### src/rtl/rofp_ram.sv
// ----------------------------------------------------------------------------
// rofp_ram
// Generic single-port RAM, one access per cycle, registered read.
// ----------------------------------------------------------------------------
module rofp_ram #(
    parameter int WIDTH = 8,
    parameter int DEPTH = 256
) (
    input  logic                     aclk,
    input  logic                     we,
    input  logic [$clog2(DEPTH)-1:0] addr,
    input  logic [WIDTH-1:0]         wdata,
    output logic [WIDTH-1:0]         rdata
);

    logic [WIDTH-1:0] mem [DEPTH];

    always_ff @(posedge aclk) begin
        if (we) begin
            mem[addr] <= wdata;
        end
        rdata <= mem[addr];
    end

endmodule

### config.mk
export PLATFORM = sky130hd
export DESIGN_NAME = rofp_ram
export DESIGN_NICKNAME = d
export VERILOG_FILES = /design/src/rtl/rofp_ram.sv
export SDC_FILE = /design/constraint.sdc
export NUM_CORES = 2
export LEC_CHECK = 0
export BUFFER_PORTS_ARGS = -buffer_cell sky130_fd_sc_hd__buf_2
export CORE_ASPECT_RATIO = 0.5
export CORE_MARGIN = 4
export CORE_UTILIZATION = 63
export DETAILED_ROUTE_END_ITERATION = 8
export PLACE_DENSITY = 0.76
export SLEW_MARGIN = 20
export SYNTH_ARGS = -nofsm -noshare
export SYNTH_HDL_FRONTEND = slang
export SYNTH_SLANG_ARGS = --single-unit
### constraint.sdc
create_clock -name aclk -period 2.9 [get_ports aclk]
set_input_delay 0.145 -clock aclk [delete_from_list [all_inputs] [get_ports aclk]]
set_output_delay 0.145 -clock aclk [all_outputs]
set_load 0.05 [all_outputs]
==> metrics.txt <==
status finished clean; end of the worst register-to-register path rdata[6]$_DFF_P_; cell accounting for the most synthesized area sky130_fd_sc_hd__edfxtp_1; worst-path fanout max 1; synthesized area divided by synthesized cell count 22.1 um2; transition time at the pin with the least slew margin 0.950 ns; Post-Route Hold Slack 0.0247 ns; synthesis-stage register bit count 2056; count of endpoints failing hold in the final timing report 0; critical path class flip-flop to flip-flop; share of the synthesized area in the top cell type 78.3%; setup repair after global routing missed its margin false; final max-slew violation count 0; WP buf/inv 1; Routed wire per std cell 33.2 um; critical path's slowest cell sky130_fd_sc_hd__o41ai_1; number of antenna violations at the first check in global routing 6; number of instances in the synthesized netlist 3547; Chip Height 258 um; worst reg2reg path depth 6; register-to-register path setup slack 0.13 ns; peak supply drop 745 uV; core outline area 0.123 mm2; number of maximum-capacitance constraint violations 0; Critical Path Max Stage Delay 0.84 ns; Congestion Overflow GR 0; effective utilization at floorplan 63.6%; areal power density over the cells 651 mW/mm2; post-route cell area 0.0895 mm2; Final Worst Setup Slack 0.126 ns; startpoint of the most critical register-to-register path mem[138][6]$_DFFE_PP_; worst endpoint required time 3.54 ns; TritonCTS clock tree done; Detailed Routing Iterations Pass 1 6; Initial DRC Count 7125; most area-consuming cells after synthesis sky130_fd_sc_hd__edfxtp_1, sky130_fd_sc_hd__mux4_2, sky130_fd_sc_hd__a22oi_1; wire length of the first global-routing pass 284 mm; Critical Path Source Type flip-flop; synthesized netlist net count 3565; via count of the first global-routing pass 40500; Relative slew margins 36.7%; final net count 4023; start point of the critical path mem[138][6]$_DFFE_PP_; Warnings, synthesis 0; detailed placement HPWL 116 mm; path class of the lowest-slack min-delay path input port to flip-flop; number of vias per cell after detailed routing 6.92; Post-synth ARST share 0%; sequential cell area fraction in the yosys report 78.6%; row count 91; clock input transition at the sequential cells of the worst setup and hold paths 0.07 ns; accumulated negative setup slack 0 ns; most frequent cells after synthesis sky130_fd_sc_hd__edfxtp_1, sky130_fd_sc_hd__mux4_2, sky130_fd_sc_hd__a22oi_1; root cell of the clock tree sky130_fd_sc_hd__clkbuf_16; share of the cycle needed by the critical path after routing 95.7%; distinct cell type count after synthesis 22; total clock buffers created by CTS 166; crit path cell chain mux4_2 > a22oi_1 > a21oi_1 > o41ai_1 > buf_4 > nand4_1; number of flops mapped to enable cells by yosys 2048; maximum clock skew at final layout 0.0211 ns; Pleak 28.2 nW; Mapped Area 0.0785 mm2; layout cells sized above 1 30.7%; maximum number of pins on one net before global-route repair 113; total via count in the routed design 40300; Post-Place Cells 5507; post-synthesis to final-layout area growth 14.1%; placed cell areas 0.0842 mm2; number of cells on the critical path 6; crit path capture rdata[6]$_DFF_P_; DRC violations left 0; placement-stage worst setup slack -0.410 ns; post-route ant nets 0; fin cells 5820; # IOs 26; gpl congestion 0.878; clock latency at the later pin of the worst-skew pair 0.79 ns; predominant post-synthesis flop cell sky130_fd_sc_hd__edfxtp_1; horizontal die dimension 507 um; combined global-route utilization of all metal layers 30.3%; peak clock frequency supported by timing 360 MHz; sort of element at the end of the critical path flip-flop; total number of H-tree levels 4; CP Data Arrival Time 3.42 ns; number of buffers on the longest clock path 3; most frequent cell after synthesis sky130_fd_sc_hd__edfxtp_1; Final min period 2.77 ns; Total Die Area 0.131 mm2; Port Buf Inserts 25; wire length reported by the detailed router 193 mm; CTS Sinks 2056; kind of cell adding the most delay to the critical path compound AO/OA/AOI/OAI gates; Finish-stage setup viols 0
-- routing by layer --
metal  global-route usage, %  wire, um  up-vias
li1                        -         -    16000
met1                    45.0     70300    20900
met3                    7.11     25100      398
met2                    45.5     91200     2980
met5                       0        27        -
met4                    10.5      6580        4
-- sequential cells by signal, indices dropped and copies added (netlist names) --
register,count
rdata,8
mem,2048
-- power breakdown --
group	switching (W)	internal [W]	total, W
combinational	0.00190	0.00109	0.00299
clock	0.0104	0.0122	0.0225
sequential	0.0000456	0.0327	0.0328
-- timing repair --
item | in CTS | in global routing
hold endpoints to repair | 143 | 0
hold buffers | 4 | 0
buffers inserted | 0 | 0
endpoints found under the setup margin | 0 | 1
resized for setup | 0 | 1
-- worst min-delay path by stage --
stage               slack [ns]  cells past startpoint             start                    end
finish                    0.02                      1          wdata[4]  mem[135][4]$_DFFE_PP_
global route              0.05                      1          wdata[1]  mem[245][1]$_DFFE_PP_
global placement          0.70                      1  rdata[5]$_DFF_P_               rdata[5]
CTS                      0.006                      1          wdata[1]  mem[230][1]$_DFFE_PP_
floorplan                 0.24                      0          wdata[0]    mem[0][0]$_DFFE_PP_
detailed placement        0.68                      1  rdata[7]$_DFF_P_               rdata[7]
-- cells in the final DEF (no fill, tap or decap), types with 6 or more instances in the layout --
cell type and count:
sky130_fd_sc_hd__edfxtp_1 2048, sky130_fd_sc_hd__mux4_2 512, sky130_fd_sc_hd__buf_4 435, sky130_fd_sc_hd__a22oi_1 256
sky130_fd_sc_hd__nor2_1 231, sky130_fd_sc_hd__clkbuf_16 171, sky130_fd_sc_hd__a21oi_1 128, sky130_fd_sc_hd__buf_12 58
sky130_fd_sc_hd__clkinv_1 39, sky130_fd_sc_hd__clkbuf_1 33, sky130_fd_sc_hd__o41ai_1 31, sky130_fd_sc_hd__nor3_1 30
sky130_fd_sc_hd__nand2_1 28, sky130_fd_sc_hd__clkinv_2 26, sky130_fd_sc_hd__buf_2 15, sky130_fd_sc_hd__clkbuf_8 14
sky130_fd_sc_hd__nand3_1 13, sky130_fd_sc_hd__bufinv_16 13, sky130_fd_sc_hd__nand4_1 8, sky130_fd_sc_hd__dfxtp_1 8
sky130_fd_sc_hd__diode_2 6
-- final cells by class --
type	count	area, um2
Sequential cell	2056	61700
Fill cell	6671	33900
Multi-Input combinational cell	1258	15800
Timing Repair Buffer	522	4680
Clock buffer	210	4490
Tap cell	1674	2090
Clock inverter	93	832
Antenna cell	6	15.0
Inverter	1	3.75
-- kinds of logic (layout without fill, tap and decap cells) --
group	Yosys count	count (layout)	synth area share (%)
other cells	0	6	0
simple gates	330	330	1.73
mux	512	512	14.7
flops	2056	2056	78.6
buf+inv	233	826	1.40
compound gates	416	416	3.62
-- through the flow --
stage	total power, W	utilization (%)
2_1_floorplan	0.0349	-
3_3_place_gp	0.0363	68.2
3_5_place_dp	0.0364	68.2
4_1_cts	0.0584	72.5
5_1_grt	0.0600	72.5
6_report	0.0583	72.5
(Power assumes the default switching activity.)
